--- src/sv/lkv_pkg.sv ---
package lkv_pkg;

    localparam int CAP_BITS = 5;
    localparam logic [CAP_BITS-1:0] CAP_RESET = 5'd16;

    typedef enum logic
    {
        KIND_GET = 1'b0,
        KIND_PUT = 1'b1
    } kind_t;

    // broadcast to every cell for the item in flight
    typedef struct packed
    {
        logic hit;   // key found somewhere in the row
        logic ins;   // put of a key not present
        logic full;  // occupancy has reached the capacity in force
    } cell_ctl_t;

endpackage

--- src/sv/lkv_ifs.sv ---
interface lkv_req_if #(
    parameter int KEY_BITS   = 16,
    parameter int VALUE_BITS = 32
);
    logic                  valid;
    logic                  ready;
    logic                  kind;
    logic [KEY_BITS-1:0]   key;
    logic [VALUE_BITS-1:0] value;

    modport source (output valid, kind, key, value, input ready);
    modport sink   (input valid, kind, key, value, output ready);
endinterface

interface lkv_rsp_if #(
    parameter int VALUE_BITS = 32
);
    logic                  valid;
    logic                  ready;
    logic                  hit;
    logic [VALUE_BITS-1:0] read_value;
    logic                  evicted;

    modport source (output valid, hit, read_value, evicted, input ready);
    modport sink   (input valid, hit, read_value, evicted, output ready);
endinterface

interface lkv_cfg_if;
    logic       valid;
    logic       ready;
    logic [4:0] data;

    modport source (output valid, data, input ready);
    modport sink   (input valid, data, output ready);
endinterface

--- src/sv/lru_key_value_cache.sv ---
// A result is registered in the cycle its item is accepted and is offered on rsp from the next cycle.
// Throughput: one item per cycle; the whole row of cells compares and shifts
// in the accepting cycle, so the rate is set only by the output register draining.
// Reset empties every cell, clears occupancy and sets capacity to 16.
// The cell row is ordered by recency: cell 0 holds the most recent entry.
module lru_key_value_cache #(
    parameter int ENTRIES    = 16,
    parameter int KEY_BITS   = 16,
    parameter int VALUE_BITS = 32
) (
    input logic clk,
    input logic rst_n,
    lkv_req_if.sink   req,
    lkv_rsp_if.source rsp,
    lkv_cfg_if.sink   cfg
);
    import lkv_pkg::*;

    localparam int CNT_BITS = $clog2(ENTRIES + 1);
    localparam int CMP_BITS = (CNT_BITS > CAP_BITS) ? CNT_BITS : CAP_BITS;

    logic [CAP_BITS-1:0]   cap_reg;
    logic [CNT_BITS-1:0]   occ_reg;
    logic [CNT_BITS-1:0]   occ_next;
    logic [CMP_BITS-1:0]   cap_ext;
    logic [CMP_BITS-1:0]   cap_eff;
    logic [CMP_BITS-1:0]   occ_ext;

    logic                  rsp_valid_reg;
    logic                  hit_reg;
    logic [VALUE_BITS-1:0] rd_reg;
    logic                  ev_reg;

    logic                  fire;
    logic                  any_hit;
    logic                  is_put;
    cell_ctl_t             ctl;
    logic [VALUE_BITS-1:0] hit_data;
    logic [VALUE_BITS-1:0] head_data;

    logic                  cell_valid [ENTRIES];
    logic [KEY_BITS-1:0]   cell_key   [ENTRIES];
    logic [VALUE_BITS-1:0] cell_data  [ENTRIES];
    logic [ENTRIES-1:0]    match_vec;
    logic [ENTRIES-1:0]    valid_vec;
    logic                  sfx_chain  [ENTRIES+1];
    logic [VALUE_BITS-1:0] rd_chain   [ENTRIES+1];

    // capacity in force: zero acts as one, above ENTRIES acts as ENTRIES
    always_comb
    begin
        cap_ext = CMP_BITS'(cap_reg);
        occ_ext = CMP_BITS'(occ_reg);
        if (cap_ext == '0)
        begin
            cap_eff = CMP_BITS'(1);
        end
        else if (cap_ext > CMP_BITS'(ENTRIES))
        begin
            cap_eff = CMP_BITS'(ENTRIES);
        end
        else
        begin
            cap_eff = cap_ext;
        end
    end

    assign cfg.ready = 1'b1;
    assign req.ready = !rsp_valid_reg || rsp.ready;
    assign fire      = req.valid && req.ready;
    assign is_put    = (req.kind == KIND_PUT);

    assign sfx_chain[ENTRIES] = 1'b0;
    assign rd_chain[0]        = '0;
    assign any_hit            = sfx_chain[0];
    assign hit_data           = rd_chain[ENTRIES];
    assign head_data          = is_put ? req.value : hit_data;

    assign ctl.hit  = fire && any_hit;
    assign ctl.ins  = fire && !any_hit && is_put;
    assign ctl.full = (occ_ext >= cap_eff);

    for (genvar i = 0; i < ENTRIES; i++)
    begin : g_cell
        logic                  pv;
        logic [KEY_BITS-1:0]   pk;
        logic [VALUE_BITS-1:0] pd;

        if (i == 0)
        begin : g_head
            assign pv = 1'b1;
            assign pk = req.key;
            assign pd = head_data;
        end
        else
        begin : g_body
            assign pv = cell_valid[i-1];
            assign pk = cell_key[i-1];
            assign pd = cell_data[i-1];
        end

        lkv_cell #(
            .KEY_BITS   (KEY_BITS),
            .VALUE_BITS (VALUE_BITS)
        ) u_cell (
            .clk        (clk),
            .rst_n      (rst_n),
            .ctl        (ctl),
            .req_key    (req.key),
            .prev_valid (pv),
            .prev_key   (pk),
            .prev_data  (pd),
            .sfx_in     (sfx_chain[i+1]),
            .sfx_out    (sfx_chain[i]),
            .rd_in      (rd_chain[i]),
            .rd_out     (rd_chain[i+1]),
            .match      (match_vec[i]),
            .valid      (cell_valid[i]),
            .key        (cell_key[i]),
            .data       (cell_data[i])
        );

        assign valid_vec[i] = cell_valid[i];
    end

    always_comb
    begin
        occ_next = occ_reg;
        if (ctl.ins && !ctl.full)
        begin
            occ_next = occ_reg + CNT_BITS'(1);
        end
    end

    always_ff @(posedge clk or negedge rst_n)
    begin
        if (!rst_n)
        begin
            cap_reg       <= CAP_RESET;
            occ_reg       <= '0;
            rsp_valid_reg <= 1'b0;
        end
        else
        begin
            if (cfg.valid)
            begin
                cap_reg <= cfg.data;
            end
            occ_reg <= occ_next;
            if (fire)
            begin
                rsp_valid_reg <= 1'b1;
            end
            else if (rsp.ready)
            begin
                rsp_valid_reg <= 1'b0;
            end
        end
    end

    always_ff @(posedge clk)
    begin
        if (fire)
        begin
            hit_reg <= any_hit;
            rd_reg  <= (any_hit && !is_put) ? hit_data : '0;
            ev_reg  <= !any_hit && is_put && ctl.full;
        end
    end

    assign rsp.valid      = rsp_valid_reg;
    assign rsp.hit        = hit_reg;
    assign rsp.read_value = rd_reg;
    assign rsp.evicted    = ev_reg;

    // valid cells form one run from the head, as long as the occupancy count
    a_occ_matches_cells: assert property (@(posedge clk) disable iff (!rst_n)
        $countones(valid_vec) == int'(occ_reg))
        else $error("occupancy disagrees with valid cells");

    // a valid cell behind an empty one would be a gap
    a_valid_run: assert property (@(posedge clk) disable iff (!rst_n)
        ((valid_vec & ~(valid_vec << 1)) & ~ENTRIES'(1)) == '0 || valid_vec == '0)
        else $error("gap in the valid run of cells");

    a_single_match: assert property (@(posedge clk) disable iff (!rst_n)
        $onehot0(match_vec))
        else $error("key present in more than one cell");

    a_evict_needs_miss: assert property (@(posedge clk) disable iff (!rst_n)
        rsp_valid_reg && ev_reg |-> !hit_reg && rd_reg == '0)
        else $error("eviction reported with a hit");

    a_occ_step: assert property (@(posedge clk) disable iff (!rst_n)
        occ_reg != $past(occ_reg) |=> 1'b1 ##0 occ_reg <= CNT_BITS'(ENTRIES))
        else $error("occupancy beyond the row");

endmodule

--- src/sv/lkv_cell.sv ---
module lkv_cell #(
    parameter int KEY_BITS   = 16,
    parameter int VALUE_BITS = 32
) (
    input  logic                  clk,
    input  logic                  rst_n,
    input  lkv_pkg::cell_ctl_t    ctl,
    input  logic [KEY_BITS-1:0]   req_key,
    // neighbour towards the most recent end
    input  logic                  prev_valid,
    input  logic [KEY_BITS-1:0]   prev_key,
    input  logic [VALUE_BITS-1:0] prev_data,
    // match and read data chains
    input  logic                  sfx_in,
    output logic                  sfx_out,
    input  logic [VALUE_BITS-1:0] rd_in,
    output logic [VALUE_BITS-1:0] rd_out,
    output logic                  match,
    output logic                  valid,
    output logic [KEY_BITS-1:0]   key,
    output logic [VALUE_BITS-1:0] data
);
    import lkv_pkg::*;

    logic                  valid_reg;
    logic [KEY_BITS-1:0]   key_reg;
    logic [VALUE_BITS-1:0] data_reg;
    logic                  shift;

    assign match   = valid_reg && (key_reg == req_key);
    assign sfx_out = match | sfx_in;
    assign rd_out  = rd_in | (match ? data_reg : '0);

    // hit: every cell from the head down to the hit one moves one place back
    // insert: the whole valid run moves back; when full the last entry drops
    assign shift = (ctl.hit & sfx_out)
                 | (ctl.ins & prev_valid & (valid_reg | ~ctl.full));

    always_ff @(posedge clk or negedge rst_n)
    begin
        if (!rst_n)
        begin
            valid_reg <= 1'b0;
        end
        else if (shift)
        begin
            valid_reg <= prev_valid;
        end
    end

    always_ff @(posedge clk)
    begin
        if (shift)
        begin
            key_reg  <= prev_key;
            data_reg <= prev_data;
        end
    end

    assign valid = valid_reg;
    assign key   = key_reg;
    assign data  = data_reg;

endmodule
--- src/flat_wrapper.sv ---
// flat-port wrapper written by rule: the top's interface ports become plain ports
module lru_key_value_cache_flat import lkv_pkg::*;
#(
    parameter int ENTRIES    = 16,
    parameter int KEY_BITS   = 16,
    parameter int VALUE_BITS = 32
)
  (clk, rst_n, req_valid, req_kind, req_key, req_value, req_ready, rsp_valid, rsp_hit, rsp_read_value, rsp_evicted, rsp_ready, cfg_valid, cfg_data, cfg_ready);
  lkv_req_if #(.KEY_BITS(KEY_BITS), .VALUE_BITS(VALUE_BITS)) req_i ();
  lkv_rsp_if #(.VALUE_BITS(VALUE_BITS)) rsp_i ();
  lkv_cfg_if cfg_i ();
  input logic clk;
  input logic rst_n;
  input wire logic [$bits(req_i.valid)-1:0] req_valid;
  input wire logic [$bits(req_i.kind)-1:0] req_kind;
  input wire logic [$bits(req_i.key)-1:0] req_key;
  input wire logic [$bits(req_i.value)-1:0] req_value;
  output wire logic [$bits(req_i.ready)-1:0] req_ready;
  output wire logic [$bits(rsp_i.valid)-1:0] rsp_valid;
  output wire logic [$bits(rsp_i.hit)-1:0] rsp_hit;
  output wire logic [$bits(rsp_i.read_value)-1:0] rsp_read_value;
  output wire logic [$bits(rsp_i.evicted)-1:0] rsp_evicted;
  input wire logic [$bits(rsp_i.ready)-1:0] rsp_ready;
  input wire logic [$bits(cfg_i.valid)-1:0] cfg_valid;
  input wire logic [$bits(cfg_i.data)-1:0] cfg_data;
  output wire logic [$bits(cfg_i.ready)-1:0] cfg_ready;
  assign req_i.valid = req_valid;
  assign req_i.kind = req_kind;
  assign req_i.key = req_key;
  assign req_i.value = req_value;
  assign req_ready = req_i.ready;
  assign rsp_valid = rsp_i.valid;
  assign rsp_hit = rsp_i.hit;
  assign rsp_read_value = rsp_i.read_value;
  assign rsp_evicted = rsp_i.evicted;
  assign rsp_i.ready = rsp_ready;
  assign cfg_i.valid = cfg_valid;
  assign cfg_i.data = cfg_data;
  assign cfg_ready = cfg_i.ready;
  lru_key_value_cache #(.ENTRIES(ENTRIES), .KEY_BITS(KEY_BITS), .VALUE_BITS(VALUE_BITS)) u_core (.clk(clk), .rst_n(rst_n), .req(req_i), .rsp(rsp_i), .cfg(cfg_i));
endmodule
--- config.mk ---
export PLATFORM = sky130hd
export DESIGN_NAME = lru_key_value_cache_flat
export DESIGN_NICKNAME = d
export VERILOG_FILES = /design/src/sv/lkv_pkg.sv /design/src/sv/lkv_ifs.sv /design/src/sv/lru_key_value_cache.sv /design/src/sv/lkv_cell.sv /design/src/flat_wrapper.sv
export SDC_FILE = /design/constraint.sdc
export NUM_CORES = 1
export LEC_CHECK = 0
export BUFFER_PORTS_ARGS = -buffer_cell sky130_fd_sc_hd__buf_4
export CAP_MARGIN = 10
export CORE_AREA = 2 2 276 387
export CTS_CLUSTER_SIZE = 28
export DETAILED_ROUTE_END_ITERATION = 8
export DIE_AREA = 0 0 278 389
export PLACE_DENSITY = 0.45
export SLEW_MARGIN = 20
export SYNTH_ARGS = -nofsm -noshare
export SYNTH_HDL_FRONTEND = slang
export SYNTH_SLANG_ARGS = --single-unit
--- constraint.sdc ---
create_clock -name clk -period 6.5 [get_ports clk]
set_clock_uncertainty 0.05 [all_clocks]
set_input_delay 0.65 -clock clk [delete_from_list [all_inputs] [get_ports clk]]
set_output_delay 0.65 -clock clk [all_outputs]
set_load 0.02 [all_outputs]
Word level (Yosys, flattened, before mapping)

Cells that the tools add are included.
W data, S select, Z words.

Add/sub/neg operators: 1
$lt $le $gt $ge: 2
Eq/ne operators: 16
Muxes and demuxes: 21
Bitwise logic cells: 110
Reductions and logical operators: 31

Operators with widths:

| cell                  | count |
|---|---|
| $mux W32              | 17 |
| $or A32 B32 Y32       | 15 |
| $eq A16 B16 Y1        | 16 |
| $and A1 B1 Y1         | 47 |
| $or A1 B1 Y1          | 47 |
| $logic_and A1 B1 Y1   | 24 |
| $mux W5               | 2 |
| $add A5 B1 Y5 const B | 1 |
| $ge A5 B5 Y1          | 1 |
| $gt A5 B5 Y1 const B  | 1 |
| $logic_not A5 Y1      | 1 |
| $logic_not A1 Y1      | 4 |
| $mux W1               | 2 |
| $reduce_bool A2 Y1    | 1 |
| $logic_or A1 B1 Y1    | 1 |
| $not A1 Y1            | 1 |

Register bits: 829
Input port bits: 59
Output and inout bits: 37
Word-level logic and storage cells: 235

Logic depth before layout (Yosys ltp)

Depth in word-level cells: 23
Gate-level depth with buffers: 14

Modules after synthesis

From an unflattened synthesis, not the netlist that was laid out.

Cells, all modules: 2167
Area total of the unflattened synthesis: 35102.4 um^2

Modules (own cells, without submodules):

| module              | times used | cells each | area an instance (um^2) | seq. area each (um^2) |
|---|---|---|---|---|
| lkv_cell            | 16         | 125        | 2047.0                  | 1466.4 |
| lru_key_value_cache | 1          | 167        | 2351.0                  | 1297.5 |

Worst setup path before layout

Ideal clock, no wire load.

Path type: input to register
Start: in req_key[12]
End: reg u_core.g_cell[9].u_cell.data_reg[0] (enable)
Library setup time: 520 ps
Arrival time: 5810 ps
Required time: 5930 ps
Setup slack: 120 ps
Cell stages on the path: 9
Buffers on the path: 2
Path through: buf_2 > buf_6 > xor2_1 > nor2_1 > and4_1 > or4_1 > nor4b_4 > nand2_1 > o21ai_0

Longest elaborated chain between the ends: 23
Elaborated cells on any way between the ends: 55
Those cells by class: eq/ne: 16; bitwise: 19; reduce/logical: 20

RTL lines:

| item                              | RTL line                  | text |
|---|---|---|
| start, declared                   | flat_wrapper.sv:16        | `input wire logic [$bits(req_i.key)-1:0] req_key;` |
| $eq A16 B16 Y1                    | lkv_cell.sv:30            | `assign match = valid_reg && (key_reg == req_key);` |
| $logic_and A1 B1 Y1               | lkv_cell.sv:30            |  |
| $or A1 B1 Y1 (15 in series)       | lkv_cell.sv:31            | `assign sfx_out = match \| sfx_in;` |
| $logic_not A1 Y1                  | lru_key_value_cache.sv:80 | `assign ctl.ins = fire && !any_hit && is_put;` |
| $logic_and A1 B1 Y1 (2 in series) | lru_key_value_cache.sv:80 |  |
| $and A1 B1 Y1 (2 in series)       | lkv_cell.sv:37            | `\| (ctl.ins & prev_valid & (valid_reg \| ~ctl.full));` |
| $or A1 B1 Y1 (*)                  | lkv_cell.sv:37            |  |
| net u_core.g_cell[9].u_cell.shift | lkv_cell.sv:28            | `logic shift;` |
| end signal, assigned              | lkv_cell.sv:56            | `data_reg <= prev_data;` |
| end, declared                     | lkv_cell.sv:27            | `logic [VALUE_BITS-1:0] data_reg;` |

The timed path passes the listed nets; every way through them passes the cells marked *.
A chain may end at the register's enable or synchronous reset.

Final worst setup path

Start: reg u_core.cap_reg[3], in the netlist u_core.cap_ext[3]
End: reg u_core.g_cell[14].u_cell.key_reg[14] (enable)

Longest elaborated chain between the ends: 8
Elaborated cells on any way between the ends: 9
Those cells by class: order compare: 2; mux: 2; bitwise: 4; reduce/logical: 1

RTL lines:

| item                               | RTL line                   | text |
|---|---|---|
| start, declared                    | lru_key_value_cache.sv:22  | `logic [CAP_BITS-1:0] cap_reg;` |
| start signal, assigned             | lru_key_value_cache.sv:147 | `cap_reg <= cfg.data;` |
| $gt A5 B5 Y1                       | lru_key_value_cache.sv:58  | `else if (cap_ext > CMP_BITS'(ENTRIES))` |
| $mux W5                            | lru_key_value_cache.sv:58  |  |
| $mux W5 (*)                        | lru_key_value_cache.sv:54  | `if (cap_ext == '0)` |
| $ge A5 B5 Y1 (*)                   | lru_key_value_cache.sv:81  | `assign ctl.full = (occ_ext >= cap_eff);` |
| $not A1 Y1 (*)                     | lkv_cell.sv:37             |  |
| $or A1 B1 Y1 (*)                   | lkv_cell.sv:37             |  |
| $and A1 B1 Y1 (*)                  | lkv_cell.sv:37             |  |
| $or A1 B1 Y1 (*)                   | lkv_cell.sv:37             |  |
| net u_core.g_cell[14].u_cell.shift | lkv_cell.sv:28             |  |
| end signal, assigned               | lkv_cell.sv:55             | `key_reg <= prev_key;` |
| end, declared                      | lkv_cell.sv:26             | `logic [KEY_BITS-1:0] key_reg;` |

Marked as above.

==> reports/results.ini <==
[detailed_routing]
drt_drc_violations_left=0
vias=19287
routed_wl_um=106000
wire_per_inst_um=30.2
routed_via_density=5.49
first_iter_violations=2121
firstDrtPassIters=5
ant_nets=0

[finish]
largest_reg_flops=512
area_delta_synth_final_pct=16.1
drive_above_1_share_pct=15.2
final_cells=3511
postLayoutCellArea_um2=38600
n_antenna_cell=0
nets=2147

[sta]
tightest_slew_ns=1.07
timing.fmax_mhz=218
setup_viol=0
finalHoldViolCount=0
fin_setup_tns_ns=0
drv_slew=0
slew_headroom_pct=28.1
layout_min_cycle_time_ns=4.58
grt_setup_unrepaired=false
setup_slack_ns=1.92
finalCritPeriodShare_pct=70.5

[global_routing]
grt_max_degree=49
met2_usage_pct=33.7
grt_pass1_wl_um=150000
track_usage_pct=19.3
gr-total-overflow=0
use_met1_pct=24.1
first_global_vias=20317
grt.met3_usage_pct=2.81
busiest_layer=met2
antenna_found_initial=0

[clock_network]
htreeDepth=3
clock_latency_ns=0.68
cts_buffers=85
cts_tree=done
cts_root_buf=clkbuf_16
hold_buffers=1
cts_setup_buffers=0
clk_pin_slew_worst_paths_ns=0.07
clockBufferDepth=3
cts_resized=0
cts_sinks=829

[critical_path]
crit_chain=nor3_1 > nor2_1 > nor2_1 > ha_1 > nand2b_1 > a21o_1 > a21o_1 > a21o_1 > a21oi_2 > o21ai_0 > o21ai_4 > buf_4
arrival_ns=4.84
crit_path_start_kind=register
rr_worst_depth=12
crit_path_frequent_cell=a21o_1
worstSetupEndpointType=register
critPathBufInv=1
cp.depth=12
required_ns=6.76
cpPeakStageDelay_ns=0.90
path_delay_family=compound AO/OA/AOI/OAI gates
cp_slowest_cell=o21ai_4
worst-setup-path-type=register to register
cp_max_fo=31

[logic_synthesis]
synth_largest_area_cell=edfxtp_1
synth_cell_types=61
ys_top_cells_by_count=802 x edfxtp_1, 160 x xor2_1, 132 x a22o_1, 128 x a221oi_1, 99 x xnor2_1
ys_ff_latch=829
syn_nets=2012
synth_flop_cell=edfxtp_1
syn_avg_cell_area_um2=17.1
yosysMostFrequentCell=edfxtp_1
ys_warn_count=0
ys_top_cells_by_area=edfxtp_1 72%, xor2_1 4.2%, a22o_1 3.5%
syn_inst=1947
synth_edf_count=802
synth.cell_area_um2=33300
synth_seq_area_share_pct=74.4
synth_top_area_share_pct=72.4
async_reset_ff_share_pct=3.26

[pwr]
p_per_area_nw_per_um2=331
p_total_w=0.0128
leakagePower_nw=12.7
vdd_drop_max_uv=202

[placement]
io_buffers=94
gp_congestion=0.820
dp_hpwl_um=62400
dpl_cell_area_um2=35700
place_ws_ns=1.34
dp.cells=3351

[floorplan]
die_y_um=389
core_um2=105000
die-area_um2=108000
die_w_um=278
io_pins=96
fp-row-count=141
start_util_pct=31.7

[outcome]
status=complete, no violations

[hold_path]
hold_depth=2
hold_class=input pin to register

[job]
cap_viol_max_count=0

==> per-stage QoR <==
stage                     util, %  hold WS (ns)
after global routing         36.8         0.105
after CTS                    36.8        0.0706
after floorplan                 -         0.304
after detailed placement     34.0         0.383
final                        36.8         0.115
after global placement       33.9         0.378
==> final timing paths <==
kind / from / to / slack, ns
hold reg to reg: u_core.g_cell[1].u_cell.data[2] / u_core.g_cell[2].u_cell.data[2] / 0.39
max in group asynchronous: rst_n / u_core.g_cell[9].u_cell.valid / 5.58
hold / removal: req_valid / u_core.rsp.valid / 0.11
min in group asynchronous: rst_n / u_core.cap_ext[3] / 0.45
setup reg to reg: u_core.cap_ext[3] / u_core.g_cell[14].u_cell.key[14] / 1.92
setup / recovery: u_core.cap_ext[3] / u_core.g_cell[14].u_cell.key[14] / 1.92
==> area by class of cell <==
class,instances,area (um^2)
Timing Repair Buffer,145,1130
Tap cell,1358,1700
Multi-Input combinational cell,976,7940
Clock buffer,102,2230
Fill cell,9669,66400
Sequential cell,829,24800
Inverter,45,169
Clock inverter,56,681
==> routing by layer <==
metal / up-vias / routed length (um)
li1: 8054 / -
met1: 10163 / 43000
met2: 871 / 53600
met3: 199 / 5870
met4: 0 / 3440
met5: - / 0
==> placed cells by master, fill, tap and decap left out, types with 11 or more instances in the layout <==
cell type,instances
o21ai_0,24
a221oi_1,128
nor2_1,66
mux2i_1,34
buf_4,141
xor2_1,160
clkbuf_1,13
clkinv_1,15
o21ai_4,15
bufinv_16,11
inv_1,44
nor4_1,49
a22o_1,132
xnor2_1,99
and4_1,36
dfrtp_1,26
nand3_1,26
clkbuf_16,85
nand2_1,52
edfxtp_1,802
nand4_1,21
==> cells by family after synthesis <==
| kind of cell | count (synthesis) | share of synthesized area (%) |
|---|---|---|
| AO/OA/AOI/OAI | 334 | 8.22 |
| buffers and inverters | 142 | 2.43 |
| other | 1 | 0.0113 |
| adder cells (fa/ha/maj) | 6 | 0.226 |
| AND/OR/NAND/NOR | 334 | 6.52 |
| XOR/XNOR | 262 | 6.97 |
| multiplexers | 39 | 1.19 |
| flip-flops | 829 | 74.4 |
==> worst reg2reg max path: stages, from the launching register on <==
cell	delay, ns
dfrtp_1	0.40
nor3_1	0.19
nor2_1	0.06
nor2_1	0.10
ha_1	0.23
nand2b_1	0.14
a21o_1	0.17
a21o_1	0.17
a21o_1	0.18
a21oi_2	0.63
o21ai_0	0.35
o21ai_4	0.90
buf_4	0.64
==> power by group <==
part | switching (W) | internal [W] | leakage, nW
combinational | 0.000684 | 0.000272 | 3.57
sequential | 0.000290 | 0.00634 | 7.70
clock | 0.00224 | 0.00293 | 1.40
total | 0.00321 | 0.00955 | 12.7
Note: power is estimated with default switching activity, not from simulation.
